**config.mk**
```make
export PLATFORM = sky130hd
export DESIGN_NAME = coordinate_slew_limiter_unit
export DESIGN_NICKNAME = d
export VERILOG_FILES = /design/src/sv/csl_pkg.sv /design/src/sv/csl_axis.sv /design/src/sv/csl_dp.sv /design/src/sv/csl_ctrl.sv /design/src/sv/coordinate_slew_limiter_unit.sv
export SDC_FILE = /design/constraint.sdc
export NUM_CORES = 1
export LEC_CHECK = 0
export ABC_AREA = 1
export BUFFER_PORTS_ARGS = -buffer_cell sky130_fd_sc_hd__buf_4
export CAP_MARGIN = 15
export CORE_ASPECT_RATIO = 1.2
export CORE_MARGIN = 5
export CORE_UTILIZATION = 60
export CTS_CLUSTER_DIAMETER = 30
export DETAILED_ROUTE_END_ITERATION = 10
export PLACE_DENSITY = 0.91
export SYNTH_ARGS = -nofsm -noshare
export SYNTH_HDL_FRONTEND = slang
export SYNTH_SLANG_ARGS = --single-unit
```
**constraint.sdc**
```tcl
create_clock -name clk_i -period 17.7 [get_ports clk_i]
set_input_delay 1.77 -clock clk_i [delete_from_list [all_inputs] [get_ports clk_i]]
set_output_delay 1.77 -clock clk_i [all_outputs]
set_load 0.01 [all_outputs]
```
**src/sv/csl_pkg.sv**
```systemverilog
package csl_pkg;

  // Default coordinate width of the position and goal registers.
  localparam int unsigned COORD_WIDTH_DEF = 16;

  // Host and result fields are fixed at 16 bits.
  localparam int unsigned FIELD_W = 16;

  // Configuration port geometry.
  localparam int unsigned APB_ADDR_W = 4;
  localparam int unsigned APB_DATA_W = 32;
  localparam int unsigned REG_IDX_W  = 2;

  // Register indexes (byte address divided by four).
  localparam logic [REG_IDX_W-1:0] REG_DIV_X   = 2'd0;
  localparam logic [REG_IDX_W-1:0] REG_DIV_Y   = 2'd1;
  localparam logic [REG_IDX_W-1:0] REG_LIMIT_X = 2'd2;
  localparam logic [REG_IDX_W-1:0] REG_LIMIT_Y = 2'd3;

  // Register widths and reset values.
  localparam int unsigned DIV_W   = 8;
  localparam int unsigned LIMIT_W = 16;
  localparam logic [DIV_W-1:0]   DIV_RST   = 8'd1;
  localparam logic [LIMIT_W-1:0] LIMIT_RST = 16'hFFFF;

  // The shared divider retires one quotient bit per cycle.
  localparam int unsigned DIV_STEPS = FIELD_W;
  localparam int unsigned DIV_CNT_W = $clog2(DIV_STEPS);

  // Command codes.
  localparam logic CMD_SET_TARGET = 1'b0;
  localparam logic CMD_TICK       = 1'b1;

  // Axis select for the shared divider and goal write.
  localparam logic AXIS_X = 1'b0;
  localparam logic AXIS_Y = 1'b1;

  typedef struct packed {
    logic                      command;
    logic signed [FIELD_W-1:0] host_x;
    logic signed [FIELD_W-1:0] host_y;
  } csl_in_t;

  typedef struct packed {
    logic signed [FIELD_W-1:0] position_x;
    logic signed [FIELD_W-1:0] position_y;
  } csl_out_t;

  // Commands from the controller to the datapath.
  typedef struct packed {
    logic latch;     // capture the input item
    logic div_init;  // load the divider with one axis
    logic div_sel;   // axis loaded by div_init
    logic div_step;  // retire one quotient bit
    logic goal_wr;   // store the finished quotient as a goal
    logic goal_sel;  // axis written by goal_wr
    logic pos_upd;   // apply snap or tick to both axes
  } csl_cmd_t;

  // Status from the datapath to the controller.
  typedef struct packed {
    logic div_last;  // the current step is the divider's last
  } csl_sts_t;

endpackage

```
**src/sv/csl_axis.sv**
```systemverilog
// Per-axis position update: snap check for a new goal, or one bounded tick.
module csl_axis #(
  parameter int unsigned COORD_WIDTH = csl_pkg::COORD_WIDTH_DEF
) (
  input  logic [COORD_WIDTH-1:0]           cur_i,
  input  logic [COORD_WIDTH-1:0]           goal_i,
  input  logic [csl_pkg::LIMIT_W-1:0]      limit_i,
  input  logic                             tick_i,
  output logic [COORD_WIDTH-1:0]           nxt_o
);

  localparam int unsigned SW = COORD_WIDTH + 1;
  localparam int unsigned DW = (SW > csl_pkg::LIMIT_W) ? SW : csl_pkg::LIMIT_W;

  logic [SW-1:0] diff;
  logic [SW-1:0] mag;
  logic [DW-1:0] mag_e;
  logic [DW-1:0] lim_e;
  logic [DW-1:0] step;
  logic          snap;

  // Signed distance to the goal and its magnitude.
  assign diff  = {goal_i[COORD_WIDTH-1], goal_i} - {cur_i[COORD_WIDTH-1], cur_i};
  assign mag   = diff[SW-1] ? (~diff + SW'(1)) : diff;
  assign mag_e = DW'(mag);
  assign lim_e = DW'(limit_i);

  // Snap when a new goal is too far away; ticks move by the smaller amount.
  assign snap = (mag_e >> 3) > lim_e;
  assign step = (mag_e < lim_e) ? mag_e : lim_e;

  always_comb begin
    nxt_o = cur_i;
    if (tick_i) begin
      if (diff[SW-1]) begin
        nxt_o = cur_i - step[COORD_WIDTH-1:0];
      end else if (diff != '0) begin
        nxt_o = cur_i + step[COORD_WIDTH-1:0];
      end
    end else if (snap) begin
      nxt_o = goal_i;
    end
  end

endmodule

```
**src/sv/csl_dp.sv**
```systemverilog
// Datapath: input capture, shared restoring divider, goal and position registers.
module csl_dp #(
  parameter int unsigned COORD_WIDTH = csl_pkg::COORD_WIDTH_DEF
) (
  input  logic                          clk_i,
  input  logic                          rst_ni,
  input  csl_pkg::csl_in_t              in_data_i,
  input  logic [csl_pkg::DIV_W-1:0]     div_x_i,
  input  logic [csl_pkg::DIV_W-1:0]     div_y_i,
  input  logic [csl_pkg::LIMIT_W-1:0]   limit_x_i,
  input  logic [csl_pkg::LIMIT_W-1:0]   limit_y_i,
  input  csl_pkg::csl_cmd_t             cmd_i,
  output csl_pkg::csl_sts_t             sts_o,
  output logic [COORD_WIDTH-1:0]        cur_x_o,
  output logic [COORD_WIDTH-1:0]        cur_y_o
);

  localparam int unsigned FW = csl_pkg::FIELD_W;
  localparam int unsigned DV = csl_pkg::DIV_W;
  localparam int unsigned XW = 2 * csl_pkg::APB_DATA_W + 1;

  logic                             tick_q;
  logic [FW-1:0]                    host_x_q, host_y_q;
  logic [DV-1:0]                    dsr_q, dsr_d;
  logic [DV-1:0]                    rem_q, rem_d;
  logic [FW-1:0]                    quo_q, quo_d;
  logic                             neg_q, neg_d;
  logic [csl_pkg::DIV_CNT_W-1:0]    cnt_q, cnt_d;
  logic [COORD_WIDTH-1:0]           goal_x_q, goal_y_q;
  logic [COORD_WIDTH-1:0]           cur_x_q, cur_y_q;
  logic [COORD_WIDTH-1:0]           nxt_x, nxt_y;

  logic [FW-1:0]                    host_sel;
  logic [DV-1:0]                    div_sel;
  logic [DV:0]                      trial;
  logic [DV:0]                      diff;
  logic [FW:0]                      q_signed;
  logic [XW-1:0]                    q_ext;
  logic [COORD_WIDTH-1:0]           goal_val;

  // Capture the item at acceptance.
  always_ff @(posedge clk_i) begin
    if (cmd_i.latch) begin
      tick_q   <= in_data_i.command;
      host_x_q <= in_data_i.host_x;
      host_y_q <= in_data_i.host_y;
    end
  end

  // Operand selection for the divider; a zero divider acts as one.
  // On the capture cycle the X operand comes straight from the input item.
  assign host_sel = cmd_i.latch ? in_data_i.host_x
                  : (cmd_i.div_sel == csl_pkg::AXIS_X) ? host_x_q : host_y_q;
  assign div_sel  = (cmd_i.div_sel == csl_pkg::AXIS_X) ? div_x_i : div_y_i;

  // One restoring step: shift in the next dividend bit and try a subtract.
  assign trial = {rem_q, quo_q[FW-1]};
  assign diff  = trial - {1'b0, dsr_q};

  always_comb begin
    dsr_d = dsr_q;
    rem_d = rem_q;
    quo_d = quo_q;
    neg_d = neg_q;
    cnt_d = cnt_q;
    if (cmd_i.div_init) begin
      dsr_d = (div_sel == '0) ? DV'(1) : div_sel;
      rem_d = '0;
      quo_d = host_sel[FW-1] ? (~host_sel + FW'(1)) : host_sel;
      neg_d = host_sel[FW-1];
      cnt_d = '0;
    end else if (cmd_i.div_step) begin
      if (!diff[DV]) begin
        rem_d = diff[DV-1:0];
        quo_d = {quo_q[FW-2:0], 1'b1};
      end else begin
        rem_d = trial[DV-1:0];
        quo_d = {quo_q[FW-2:0], 1'b0};
      end
      cnt_d = cnt_q + 1'b1;
    end
  end

  always_ff @(posedge clk_i) begin
    dsr_q <= dsr_d;
    rem_q <= rem_d;
    quo_q <= quo_d;
    neg_q <= neg_d;
    cnt_q <= cnt_d;
  end

  assign sts_o.div_last = (cnt_q == csl_pkg::DIV_CNT_W'(csl_pkg::DIV_STEPS - 1));

  // Apply the sign, then wrap the quotient to the coordinate width.
  assign q_signed = neg_q ? (~{1'b0, quo_q} + (FW+1)'(1)) : {1'b0, quo_q};
  assign q_ext    = {{(XW-FW-1){q_signed[FW]}}, q_signed};
  assign goal_val = q_ext[COORD_WIDTH-1:0];

  // Per-axis snap or tick.
  csl_axis #(.COORD_WIDTH(COORD_WIDTH)) u_axis_x (
    .cur_i   (cur_x_q),
    .goal_i  (goal_x_q),
    .limit_i (limit_x_i),
    .tick_i  (tick_q),
    .nxt_o   (nxt_x)
  );

  csl_axis #(.COORD_WIDTH(COORD_WIDTH)) u_axis_y (
    .cur_i   (cur_y_q),
    .goal_i  (goal_y_q),
    .limit_i (limit_y_i),
    .tick_i  (tick_q),
    .nxt_o   (nxt_y)
  );

  // Goal and position state, cleared by reset.
  always_ff @(posedge clk_i or negedge rst_ni) begin
    if (!rst_ni) begin
      goal_x_q <= '0;
      goal_y_q <= '0;
      cur_x_q  <= '0;
      cur_y_q  <= '0;
    end else begin
      if (cmd_i.goal_wr && (cmd_i.goal_sel == csl_pkg::AXIS_X)) begin
        goal_x_q <= goal_val;
      end
      if (cmd_i.goal_wr && (cmd_i.goal_sel == csl_pkg::AXIS_Y)) begin
        goal_y_q <= goal_val;
      end
      if (cmd_i.pos_upd) begin
        cur_x_q <= nxt_x;
        cur_y_q <= nxt_y;
      end
    end
  end

  assign cur_x_o = cur_x_q;
  assign cur_y_o = cur_y_q;

endmodule

```
**src/sv/csl_ctrl.sv**
```systemverilog
// Controller: sequences one item through divide and goal write (set-target only), update and output.
module csl_ctrl (
  input  logic               clk_i,
  input  logic               rst_ni,
  input  logic               in_valid_i,
  input  logic               in_command_i,
  output logic               in_ready_o,
  input  logic               out_free_i,
  output logic               out_load_o,
  input  csl_pkg::csl_sts_t  sts_i,
  output csl_pkg::csl_cmd_t  cmd_o
);

  localparam logic [2:0] ST_IDLE   = 3'd0;
  localparam logic [2:0] ST_DIV_X  = 3'd1;
  localparam logic [2:0] ST_GOAL_X = 3'd2;
  localparam logic [2:0] ST_DIV_Y  = 3'd3;
  localparam logic [2:0] ST_GOAL_Y = 3'd4;
  localparam logic [2:0] ST_UPDATE = 3'd5;
  localparam logic [2:0] ST_EMIT   = 3'd6;

  logic [2:0] state_q, state_d;

  // Next state and command decode.
  always_comb begin
    state_d    = state_q;
    cmd_o      = '0;
    in_ready_o = 1'b0;
    out_load_o = 1'b0;
    case (state_q)
      ST_IDLE: begin
        in_ready_o     = 1'b1;
        cmd_o.div_sel  = csl_pkg::AXIS_X;
        if (in_valid_i) begin
          // The X divide is loaded in the same cycle the item is captured.
          cmd_o.latch    = 1'b1;
          cmd_o.div_init = 1'b1;
          state_d = (in_command_i == csl_pkg::CMD_TICK) ? ST_UPDATE : ST_DIV_X;
        end
      end
      ST_DIV_X: begin
        cmd_o.div_step = 1'b1;
        if (sts_i.div_last) begin
          state_d = ST_GOAL_X;
        end
      end
      ST_GOAL_X: begin
        cmd_o.goal_wr  = 1'b1;
        cmd_o.goal_sel = csl_pkg::AXIS_X;
        cmd_o.div_init = 1'b1;
        cmd_o.div_sel  = csl_pkg::AXIS_Y;
        state_d = ST_DIV_Y;
      end
      ST_DIV_Y: begin
        cmd_o.div_step = 1'b1;
        if (sts_i.div_last) begin
          state_d = ST_GOAL_Y;
        end
      end
      ST_GOAL_Y: begin
        cmd_o.goal_wr  = 1'b1;
        cmd_o.goal_sel = csl_pkg::AXIS_Y;
        state_d = ST_UPDATE;
      end
      ST_UPDATE: begin
        cmd_o.pos_upd = 1'b1;
        state_d = ST_EMIT;
      end
      ST_EMIT: begin
        if (out_free_i) begin
          out_load_o = 1'b1;
          state_d = ST_IDLE;
        end
      end
      default: begin
        state_d = ST_IDLE;
      end
    endcase
  end

  always_ff @(posedge clk_i or negedge rst_ni) begin
    if (!rst_ni) begin
      state_q <= ST_IDLE;
    end else begin
      state_q <= state_d;
    end
  end

endmodule

```
**src/sv/coordinate_slew_limiter_unit.sv**
```systemverilog
// Channel   Signals                          Direction  Transfer when
// in        in_valid_i/in_ready_o/in_data_i   in         in_valid_i && in_ready_o
// out       out_valid_o/out_ready_i/out_data_o out       out_valid_o && out_ready_i
// config    psel/penable/pwrite/paddr/...     in         psel && penable && pwrite
//
// A set-target item runs two passes of the shared one-bit-per-cycle divider,
// two goal writes, the update and the output load; a tick item runs only the
// update and the output load. One item is in work at a time; the next is taken
// from the cycle after the load, while the previous result may still wait in
// the output register. A full output register stalls only the final load.
// Reset initializes control, config, goal, position and output valid only.
module coordinate_slew_limiter_unit #(
  parameter int unsigned COORD_WIDTH = csl_pkg::COORD_WIDTH_DEF
) (
  input  logic                              clk_i,
  input  logic                              rst_ni,
  input  logic                              in_valid_i,
  output logic                              in_ready_o,
  input  csl_pkg::csl_in_t                  in_data_i,
  output logic                              out_valid_o,
  input  logic                              out_ready_i,
  output csl_pkg::csl_out_t                 out_data_o,
  input  logic                              psel,
  input  logic                              penable,
  input  logic                              pwrite,
  input  logic [csl_pkg::APB_ADDR_W-1:0]    paddr,
  input  logic [csl_pkg::APB_DATA_W-1:0]    pwdata,
  output logic [csl_pkg::APB_DATA_W-1:0]    prdata,
  output logic                              pready
);

  localparam int unsigned FW = csl_pkg::FIELD_W;
  localparam int unsigned XW = 2 * csl_pkg::APB_DATA_W;

  logic [csl_pkg::DIV_W-1:0]    div_x_q, div_y_q;
  logic [csl_pkg::LIMIT_W-1:0]  limit_x_q, limit_y_q;
  logic [csl_pkg::REG_IDX_W-1:0] reg_idx;
  logic                         cfg_wr;

  csl_pkg::csl_cmd_t            cmd;
  csl_pkg::csl_sts_t            sts;
  logic                         out_load;
  logic                         out_valid_q;
  csl_pkg::csl_out_t            out_data_q;
  logic [COORD_WIDTH-1:0]       cur_x, cur_y;
  logic [XW-1:0]                cur_x_ext, cur_y_ext;

  // Configuration registers.
  assign pready  = 1'b1;
  assign reg_idx = paddr[csl_pkg::APB_ADDR_W-1:2];
  assign cfg_wr  = psel && penable && pwrite;

  always_ff @(posedge clk_i or negedge rst_ni) begin
    if (!rst_ni) begin
      div_x_q   <= csl_pkg::DIV_RST;
      div_y_q   <= csl_pkg::DIV_RST;
      limit_x_q <= csl_pkg::LIMIT_RST;
      limit_y_q <= csl_pkg::LIMIT_RST;
    end else if (cfg_wr) begin
      case (reg_idx)
        csl_pkg::REG_DIV_X:   div_x_q   <= pwdata[csl_pkg::DIV_W-1:0];
        csl_pkg::REG_DIV_Y:   div_y_q   <= pwdata[csl_pkg::DIV_W-1:0];
        csl_pkg::REG_LIMIT_X: limit_x_q <= pwdata[csl_pkg::LIMIT_W-1:0];
        csl_pkg::REG_LIMIT_Y: limit_y_q <= pwdata[csl_pkg::LIMIT_W-1:0];
        default: ;
      endcase
    end
  end

  // Register read-back.
  always_comb begin
    case (reg_idx)
      csl_pkg::REG_DIV_X:   prdata = csl_pkg::APB_DATA_W'(div_x_q);
      csl_pkg::REG_DIV_Y:   prdata = csl_pkg::APB_DATA_W'(div_y_q);
      csl_pkg::REG_LIMIT_X: prdata = csl_pkg::APB_DATA_W'(limit_x_q);
      csl_pkg::REG_LIMIT_Y: prdata = csl_pkg::APB_DATA_W'(limit_y_q);
      default:              prdata = '0;
    endcase
  end

  csl_ctrl u_ctrl (
    .clk_i        (clk_i),
    .rst_ni       (rst_ni),
    .in_valid_i   (in_valid_i),
    .in_command_i (in_data_i.command),
    .in_ready_o   (in_ready_o),
    .out_free_i   (!out_valid_q || out_ready_i),
    .out_load_o   (out_load),
    .sts_i        (sts),
    .cmd_o        (cmd)
  );

  csl_dp #(.COORD_WIDTH(COORD_WIDTH)) u_dp (
    .clk_i     (clk_i),
    .rst_ni    (rst_ni),
    .in_data_i (in_data_i),
    .div_x_i   (div_x_q),
    .div_y_i   (div_y_q),
    .limit_x_i (limit_x_q),
    .limit_y_i (limit_y_q),
    .cmd_i     (cmd),
    .sts_o     (sts),
    .cur_x_o   (cur_x),
    .cur_y_o   (cur_y)
  );

  // Output register; the result carries the low 16 bits of each position.
  assign cur_x_ext = {{(XW-COORD_WIDTH){cur_x[COORD_WIDTH-1]}}, cur_x};
  assign cur_y_ext = {{(XW-COORD_WIDTH){cur_y[COORD_WIDTH-1]}}, cur_y};

  always_ff @(posedge clk_i or negedge rst_ni) begin
    if (!rst_ni) begin
      out_valid_q <= 1'b0;
    end else if (out_load) begin
      out_valid_q <= 1'b1;
    end else if (out_ready_i) begin
      out_valid_q <= 1'b0;
    end
  end

  always_ff @(posedge clk_i) begin
    if (out_load) begin
      out_data_q.position_x <= cur_x_ext[FW-1:0];
      out_data_q.position_y <= cur_y_ext[FW-1:0];
    end
  end

  assign out_valid_o = out_valid_q;
  assign out_data_o  = out_data_q;

endmodule
```
; Word level (Yosys, flattened, before mapping)
; Index checks and enable logic that the tools add are counted.
[word_totals]
input_bits = 76
reg_bits = 218
elab_cells = 119
[classes]
n_bitwise = 5
n_eq_ne = 16
muxes = 39
n_addsub = 12
n_reduce_logical = 23
order_cmp = 4
[op_table]
columns = operator, count
row1 = 16-bit two-way mux, 16
row2 = 32-bit one-hot mux with 4 select lines, 1
row3 = 17-bit by 1-bit adder with 17-bit output (second input constant), 2
row4 = 17-bit by 16-bit < comparator with 1-bit output, 2
row5 = 17-bit two-way mux, 2
row6 = 17-bit NOT, 2
row7 = 17-bit nonzero test, 2
row8 = 16-bit by 16-bit subtractor with 17-bit output, 2
row9 = 16-bit by 1-bit adder with 16-bit output (second input constant), 2
row10 = 16-bit adder, 2
row11 = 14-bit by 16-bit > comparator with 1-bit output, 2
row12 = 16-bit NOT, 2
row13 = 16-bit subtractor, 2
row14 = 3-bit one-hot mux with 7 select lines, 1
row15 = 8-bit two-way mux, 2
row16 = 3-bit two-way mux, 5
row17 = 3-bit == test (second input constant), 3
row18 = 1-bit two-way mux, 9
row19 = 9-bit by 8-bit subtractor with 9-bit output, 1
row20 = 8-bit logical NOT, 1
row21 = 2-bit one-hot mux with 2 select lines, 2
row22 = 2-bit AND reduction, 4
row23 = 2-bit nonzero test, 4
row24 = 3-bit by 2-bit == test with 1-bit output (second input constant), 2
row25 = 18 further kinds, 26

; Longest topological paths before layout
; Gate-level depths: netlist of run 1.
[logic_depth]
ltp_word = 10
mapped_depth = 57

; Modules after synthesis
; From an unflattened synthesis of run 1, not the netlist that was laid out.
[hier_totals]
hier_cells = 2743
hier_area_um2 = 19368.6
[by_module_without_submodules]
columns = mod, seq_area_each_um2, n_inst, area_per_inst_um2, cells_each
row1 = csl_dp, 3583.4, 1, 6513.7, 673
row2 = csl_axis at u_dp.u_axis_y, 0.0, 1, 4611.9, 858
row3 = csl_axis at u_dp.u_axis_x, 0.0, 1, 4529.3, 827
row4 = coordinate_slew_limiter_unit, 2229.6, 1, 3448.3, 342
row5 = csl_ctrl, 75.1, 1, 265.3, 43

; Least setup slack after synthesis of run 1
; No wires, ideal clock.
[synth_timing]
path_kind = register to register
from = register u_dp.cur_x_q[0] (netlist: u_dp.cur_x_o[0])
to = register u_dp.cur_x_q[14] (netlist: u_dp.cur_x_o[14])
path_stages_with_launch = 46
setup_slack_ns = 11.332
t_required_ns = 17.568
t_arrival_ns = 6.237
path_cell_list = dfrtp_1 > ha_1 > fa_1 > nand3b_1 > nand2_1 > nand2_1 > nand2_1 > nand3_1 > nand2_1 > nand2_1 > nand2_1 > clkbuf_1 > nor2_1 > xor2_1 > inv_1 > ha_1 > a21oi_1 > nor2_1 > (+10 left out) > nand2_1 > nor2_2 > nand2_1 > o21ai_1 > xor2_1 > ha_1 > a21oi_1 > a21boi_0 > o21ai_0 > a31oi_1 > o21ai_0 > a21oi_1 > nor2_1 > nor2_1 > xor2_1 > nand2_1 > o211ai_1 > o21ai_0
[synth_between]
elab_chain_len = 10
elab_cells_between_ends = 16
classes_between = add/sub: 4 / order compare: 2 / eq/ne: 1 / mux: 5 / bitwise: 1 / reduce/logical: 3
[synth_lines]
columns = element, line_no
row1 = from (decl), csl_dp.sv:30  ; logic [COORD_WIDTH-1:0] cur_x_q, cur_y_q;
row2 = from (signal assigned), csl_dp.sv:131  ; cur_x_q <= nxt_x;
row3 = 16-bit by 16-bit subtractor with 17-bit output, csl_axis.sv:23  ; assign diff = {goal_i[COORD_WIDTH-1], goal_i} - {cur_i[COORD_WIDTH-1], cur_i};
row4 = 17-bit NOT, csl_axis.sv:24  ; assign mag = diff[SW-1] ? (~diff + SW'(1)) : diff;
row5 = 17-bit by 1-bit adder with 17-bit output, csl_axis.sv:24
row6 = 17-bit two-way mux, csl_axis.sv:24
row7 = 17-bit by 16-bit < comparator with 1-bit output, csl_axis.sv:30  ; assign step = (mag_e < lim_e) ? mag_e : lim_e;
row8 = 16-bit two-way mux, csl_axis.sv:30
row9 = 16-bit adder, csl_axis.sv:38  ; nxt_o = cur_i + step[COORD_WIDTH-1:0];
row10 = 16-bit two-way mux, csl_axis.sv:37  ; end else if (diff != '0) begin
row11 = 16-bit two-way mux, csl_axis.sv:35  ; if (diff[SW-1]) begin
row12 = 16-bit two-way mux, csl_axis.sv:34  ; if (tick_i) begin
; Parallel ways exist; a longest one is shown, timed or not. The select of a mux whose other input is x is not followed.
; A chain may end at the register's enable or synchronous reset.

; Final worst setup path of run 1
[layout_timing]
from = register u_dp.cur_x_q[0] (netlist: u_dp.cur_x_o[0])
to = register u_dp.cur_x_q[15] (netlist: u_dp.cur_x_o[15])
; Same word-level chain as after synthesis.

==> reports/qor.yml, run 1 <==
status: "completed"
reg2reg_to: "u_dp.cur_x_o[15]"
drt-total-wl_um: 47600
ys_seq_elements: 218
synth_commonest_cells: "nand2_1 (683), inv_1 (313), o21ai_0 (184), nor2_1 (153), nand3_1 (135)"
insertedDiodeCount: 0
endpoint: "u_dp.cur_x_o[15]"
antenna_found_initial: 0
vias_per_cell: 5.78
cts.sink_count: 218
drt_iter0_markers: 1583
die_w_um: 163
min_path_type: "flop to flop"
yosysWarnings: 0
first_global_vias: 15870
critPathCaptureType: "flop"
tightest_slew_ns: 1.15
setup_tns_ns: 0
crit_top_cell: "nand2_1"
timing.final.ws_setup_ns: 9.37
ant_nets: 0
r2r_start: "u_dp.cur_x_o[0]"
yosysSeqAreaShare_pct: 34.8
grt_max_degree: 77
dp_hpwl_um: 35800
dieArea_sq_um: 31600
async_flop_share_pct: 53.2
syn_area_per_cell_sq_um: 7.26
pin_count: 143
place_inst: 2767
core_sq_um: 27800
gr-usage-met3_pct: 4.76
synth.cell_area_sq_um: 16900
finalHoldViolCount: 0
grt_use_total_pct: 29.7
syn_to_final_growth_pct: 15.1
grt-ovfl-total: 0
final-setup-viol-count: 0
num_vias: 16452
top_usage_layer: "met2"
fin_cells: 2844
arrival_ns: 8.76
critPathMaxStageDelay_ns: 0.49
clkLatencyLatePin_ns: 0.56
syn_inst: 2328
port-buffer-count: 107
fin_nets: 2646
root_buffer: "clkbuf_16"
slowest_stage: "nand2_1"
gp_congestion: 1.01
synth_top_area_cell: "edfxtp_1"
min_period_ns: 8.33
cts_made_buffers: 42
htreeDepth: 2
grt_pass1_wl_um: 77100
r2r_slack_ns: 9.37
dp_slack_ns: 9.64
synth.distinct_cells: 61
ctsResizeCount: 0
worst-setup-path-type: "flop to flop"
yosysMostFrequentCell: "nand2_1"
clock.fmax_ghz: 0.120
start_util_pct: 60.7
start_kind: "flop"
cp.required_ns: 18.13
wl_per_cell_um: 16.7
finClkSkew_ns: 0.0278
slew_viol_final: 0
clkTransAtPathRegs_ns: 0.05
grt_use_met1_pct: 35.5
synth_top_area_share_pct: 16.0
synth_ff_type: "edfxtp_1"
synth_edf_count: 90
crit_fanout: 26
num_rows: 67
gr-usage-met2_pct: 50.6
clockBufferDepth: 3
crit_start: "u_dp.cur_x_o[0]"
rsz0062_at_grt: "false"
drcViolationCount: 0
cts.hold.buffers_added: 0
slew-limit-headroom_pct: 22.9
drive_gt1_share_pct: 12.5
dieHeight_um: 194
maxCapViolations: 0
nFillCells: 2183
drt-pass1-iter-count: 6
cts_tree: "yes"
postCtsSetupRepairBufs: 0
synth_area_leaders: "edfxtp_1 (16%), nand2_1 (15%), dfrtp_1 (12%)"
period_share_pct: 47.1
reg2reg_depth: 51
## per-stage QoR
| step | cell area, sq um | hold slack, ns | utilization, % |
|---|---|---|---|
| after floorplan | 17000 | 0.453 | - |
| after global placement | 17900 | 0.471 | 64.5 |
| after detailed placement | 17900 | 0.480 | 64.5 |
| after CTS | 19500 | 0.465 | 69.9 |
| after global routing | 19500 | 0.489 | 69.9 |
| final | 19500 | 0.471 | 69.9 |
## placed cells by master, fill, tap and decap left out, drive strengths merged, types with 6 or more instances in the layout
cell / Yosys / layout
a31oi: 15 / 15
nand2: 704 / 704
nand4: 14 / 14
or2: 12 / 12
o22ai: 11 / 11
nor3: 15 / 15
xor2: 62 / 62
clkinvlp: 0 / 6
nand3b: 6 / 6
o2111ai: 9 / 9
dfxtp: 12 / 12
conb: 2 / 17
clkinv: 4 / 12
inv: 324 / 334
ha: 133 / 133
dfrtp: 82 / 82
nor2: 167 / 167
buf: 33 / 117
dfstp: 34 / 34
o21ai: 212 / 212
o211ai: 32 / 32
nand3: 142 / 142
clkbuf: 39 / 48
edfxtp: 90 / 90
xnor2: 24 / 24
a21oi: 98 / 98
## registers in the layout (all words and copies together) (netlist names)
name and flops:
u_dp.host_x_q 16, u_dp.cnt_q 4, out_data_o 32, u_dp.cur_x_o 16, u_dp.rem_q 8, limit_x_q 16, u_dp.host_y_q 16, u_dp.goal_x_q 16
u_dp.cur_y_o 16, u_dp.tick_q 1, u_dp.dsr_q 8, u_dp.goal_y_q 16, div_y_q 8, u_dp.quo_q 16, div_x_q 8, limit_y_q 16
out_valid_o 1, u_ctrl.state_q 3, u_dp.neg_q 1
## cell families after synthesis
| kind of cell | Yosys count | share of synthesized area [%] |
|---|---|---|
| other | 2 | 0.0444 |
| multiplexers | 3 | 0.178 |
| AO/OA/AOI/OAI | 409 | 13.7 |
| flip-flops | 218 | 34.8 |
| XOR/XNOR | 86 | 4.46 |
| buffers and inverters | 400 | 9.51 |
| adder cells (fa/ha/maj) | 138 | 10.4 |
| AND/OR/NAND/NOR | 1072 | 26.8 |
## per-layer routing
| metal | vias up | wire, um | part of all wire, % |
|---|---|---|---|
| met3 | 204 | 3970 | 8.3 |
| met5 | - | 0 | 0 |
| met4 | 0 | 3080 | 6.5 |
| met1 | 7592 | 17800 | 37 |
| met2 | 828 | 22800 | 48 |
| li1 | 7828 | - | - |
## how the worst min path moves through the flow
stage | to | slack, ns | from | depth (start not counted)
after detailed placement | out_data_o[10] | 0.48 | u_dp.cur_y_o[10] | 0
after floorplan | out_data_o[0] | 0.45 | u_dp.cur_y_o[0] | 0
after global routing | out_data_o[10] | 0.49 | u_dp.cur_y_o[10] | 0
final | out_data_o[10] | 0.47 | u_dp.cur_y_o[10] | 0
after global placement | out_data_o[10] | 0.47 | u_dp.cur_y_o[10] | 0
after CTS | out_data_o[10] | 0.46 | u_dp.cur_y_o[10] | 0
## worst max-delay path, delay by kind of cell, from the launching register on
kind | cells | cell delay [ns]
and+or+nand+nor | 36 | 4.22
DFF | 1 | 0.43
xor gates and xnor gates | 2 | 0.39
adders and majority gates | 4 | 1.34
AOI/OAI and AO/OA | 4 | 0.94
buffers and inverters | 5 | 0.88
## final cells by class
type	instances	area [sq um]	share of cell area [%]
Clock inverter	29	389	2.00
Timing Repair Buffer	117	878	4.51
Sequential cell	218	5890	30.3
Multi-Input combinational cell	1725	9470	48.7
Inverter	328	1230	6.33
Clock buffer	48	1120	5.78
Tap cell	379	474	2.44
Power of run 1 is not shown: default switching activity piles up to over one toggle a cycle in this logic, so the estimate is an artifact.
==> inputs of run 2 (changes only) <==
--- a/config.mk
+++ b/config.mk
@@ -10,10 +10,10 @@
 export CAP_MARGIN = 15
 export CORE_ASPECT_RATIO = 1.2
 export CORE_MARGIN = 5
-export CORE_UTILIZATION = 60
+export CORE_UTILIZATION = 56
 export CTS_CLUSTER_DIAMETER = 30
 export DETAILED_ROUTE_END_ITERATION = 10
-export PLACE_DENSITY = 0.91
+export PLACE_DENSITY = 0.89
 export SYNTH_ARGS = -nofsm -noshare
 export SYNTH_HDL_FRONTEND = slang
 export SYNTH_SLANG_ARGS = --single-unit
==> constraint.sdc (replaced) <==
create_clock -name clk_i -period 7.09 [get_ports clk_i]
set_input_delay 0.709 -clock clk_i [delete_from_list [all_inputs] [get_ports clk_i]]
set_output_delay 0.709 -clock clk_i [all_outputs]
set_load 0.01 [all_outputs]
==> reports/qor.yml, run 2 (synthesis results as in run 1) <==
slew-limit-headroom_pct: 30.1  # was 22.9%
dieHeight_um: 200  # was 194 um
port-buffer-count: 107  # unchanged
htreeDepth: 2  # unchanged
core_sq_um: 29700  # was 27800 sq um
tightest_slew_ns: 1.05  # was 1.15 ns
syn_to_final_growth_pct: 20.5  # was 15.1%
clockBufferDepth: 3  # unchanged
drt_iter0_markers: 1315  # was 1583
status: "completed"  # unchanged
gr-usage-met3_pct: 3.90  # was 4.76%
gp_congestion: 0.991  # was 1.01
grt-ovfl-total: 0  # unchanged
clkTransAtPathRegs_ns: 0.04  # was 0.05 ns
crit_top_cell: "nand2_1"  # unchanged
clock.fmax_ghz: 0.147  # was 0.120 GHz
clkLatencyLatePin_ns: 0.53  # was 0.56 ns
layout_commonest_cell: "nand2_1"  # unchanged
top_usage_layer: "met2"  # unchanged
register_area_sq_um: 5890  # unchanged
final_util_pct: 68.5  # was 69.9%
cts_made_buffers: 40  # was 42
min_path_type: "primary input to async pin"  # was flop to flop
pin_count: 143  # unchanged
nFillCells: 2330  # was 2183
worst-setup-path-type: "flop to flop"  # unchanged
finalHoldViolCount: 0  # unchanged
cts_tree: "yes"  # unchanged
dieArea_sq_um: 33800  # was 31600 sq um
drt-pass1-iter-count: 6  # unchanged
vias_per_cell: 5.67  # was 5.78
grt_use_total_pct: 28.5  # was 29.7%
start_kind: "flop"  # unchanged
drive_gt1_share_pct: 18.4  # was 12.5%
dp_hpwl_um: 38000  # was 35800 um
ant_nets: 0  # unchanged
insertedDiodeCount: 0  # unchanged
first_global_vias: 15679  # was 15870
cts.hold.buffers_added: 0  # unchanged
grt_max_degree: 70  # was 77
grt_use_met1_pct: 34.6  # was 35.5%
multi_input_area_sq_um: 10100  # was 9470 sq um
largest_register_ffs: 32  # unchanged
cp.required_ns: 7.51  # was 18.13 ns
drt-total-wl_um: 50700  # was 47600 um
final-setup-viol-count: 0  # unchanged
crit_fanout: 6  # was 26
num_rows: 69  # was 67
wl_per_cell_um: 17.4  # was 16.7 um
timing.final.ws_setup_ns: 0.297  # was 9.37 ns
slowest_stage: "fa_2"  # was nand2_1
dp_slack_ns: -0.00876  # was 9.64 ns
arrival_ns: 7.21  # was 8.76 ns
period_share_pct: 95.8  # was 47.1%
finClkSkew_ns: 0.0103  # was 0.0278 ns
drcViolationCount: 0  # unchanged
cts.sink_count: 218  # unchanged
root_buffer: "clkbuf_16"  # unchanged
grt_pass1_wl_um: 78700  # was 77100 um
start_util_pct: 56.9  # was 60.7%
num_vias: 16464  # was 16452
layout_common_cells: "nand2_1 (652), inv_1 (310), o21ai_0 (173)"  # was nand2_1 (683), inv_1 (313), o21ai_0 (184)
antenna_found_initial: 0  # unchanged
min_period_ns: 6.79  # was 8.33 ns
critPathCaptureType: "flop"  # unchanged
gr-usage-met2_pct: 49.6  # was 50.6%
fin_nets: 2698  # was 2646
maxCapViolations: 0  # unchanged
slew_viol_final: 0  # unchanged
setup_tns_ns: 0  # unchanged
die_w_um: 169  # was 163 um
critPathMaxStageDelay_ns: 0.61  # was 0.49 ns
[run 2: worst max-delay path, delay by kind of cell (launching register included)]
kind,cells,cell delay (ns)
AOI/OAI and AO/OA,7,1.06
xor gates and xnor gates,1,0.19
buffers and inverters,8,0.84
DFF,1,0.37
adders and majority gates,5,1.72
and+or+nand+nor,27,2.48
[run 2: stage by stage]
| step | instances | area (sq um) | hold slack [ns] |
|---|---|---|---|
| after detailed placement | 2807 | 18200 | 0.474 |
| after CTS | 2880 | 19500 | 0.241 |
| final | 2905 | 20400 | 0.235 |
| after floorplan | 2343 | 17000 | 0.413 |
| after global placement | 2807 | 18200 | 0.465 |
| after global routing | 2905 | 20400 | 0.281 |
[run 2: layout make-up]
cell class	count	share of cell area (%)
Clock buffer	49	5.34
Sequential cell	218	28.9
Multi-Input combinational cell	1725	49.5
Tap cell	390	2.40
Timing Repair Buffer	171	6.55
Inverter	328	6.08
Clock inverter	24	1.16
[run 2: timing repair]
action	CTS	global route
pin swaps	1	51
gates resized for setup	6	148
buffers inserted	0	23
endpoints found under the hold margin	0	0
endpoints found under the setup margin	5	15
cloned	0	1
[run 2: final timing paths]
check / from / to / slack [ns] / cells past startpoint
setup / recovery: u_dp.goal_y_q[0] / u_dp.cur_y_o[15] / 0.30 / 48
min in group clk_i: in_data_i[0] / u_dp.host_y_q[0] / 0.35 / 1
hold reg to reg: limit_x_q[9] / limit_x_q[9] / 0.49 / 2
setup reg to reg: u_dp.goal_y_q[0] / u_dp.cur_y_o[15] / 0.30 / 48
max in group asynchronous: rst_ni / div_x_q[3] / 5.48 / 2
hold / removal: rst_ni / u_dp.cur_y_o[7] / 0.23 / 1
[run 2: routing by layer]
metal  routed length [um]  up-vias
met3                 3770      207
met5                    0        -
li1                     -     7907
met4                 3350        0
met2                24300      747
met1                19300     7603
Power of run 2 is left out for the same reason.
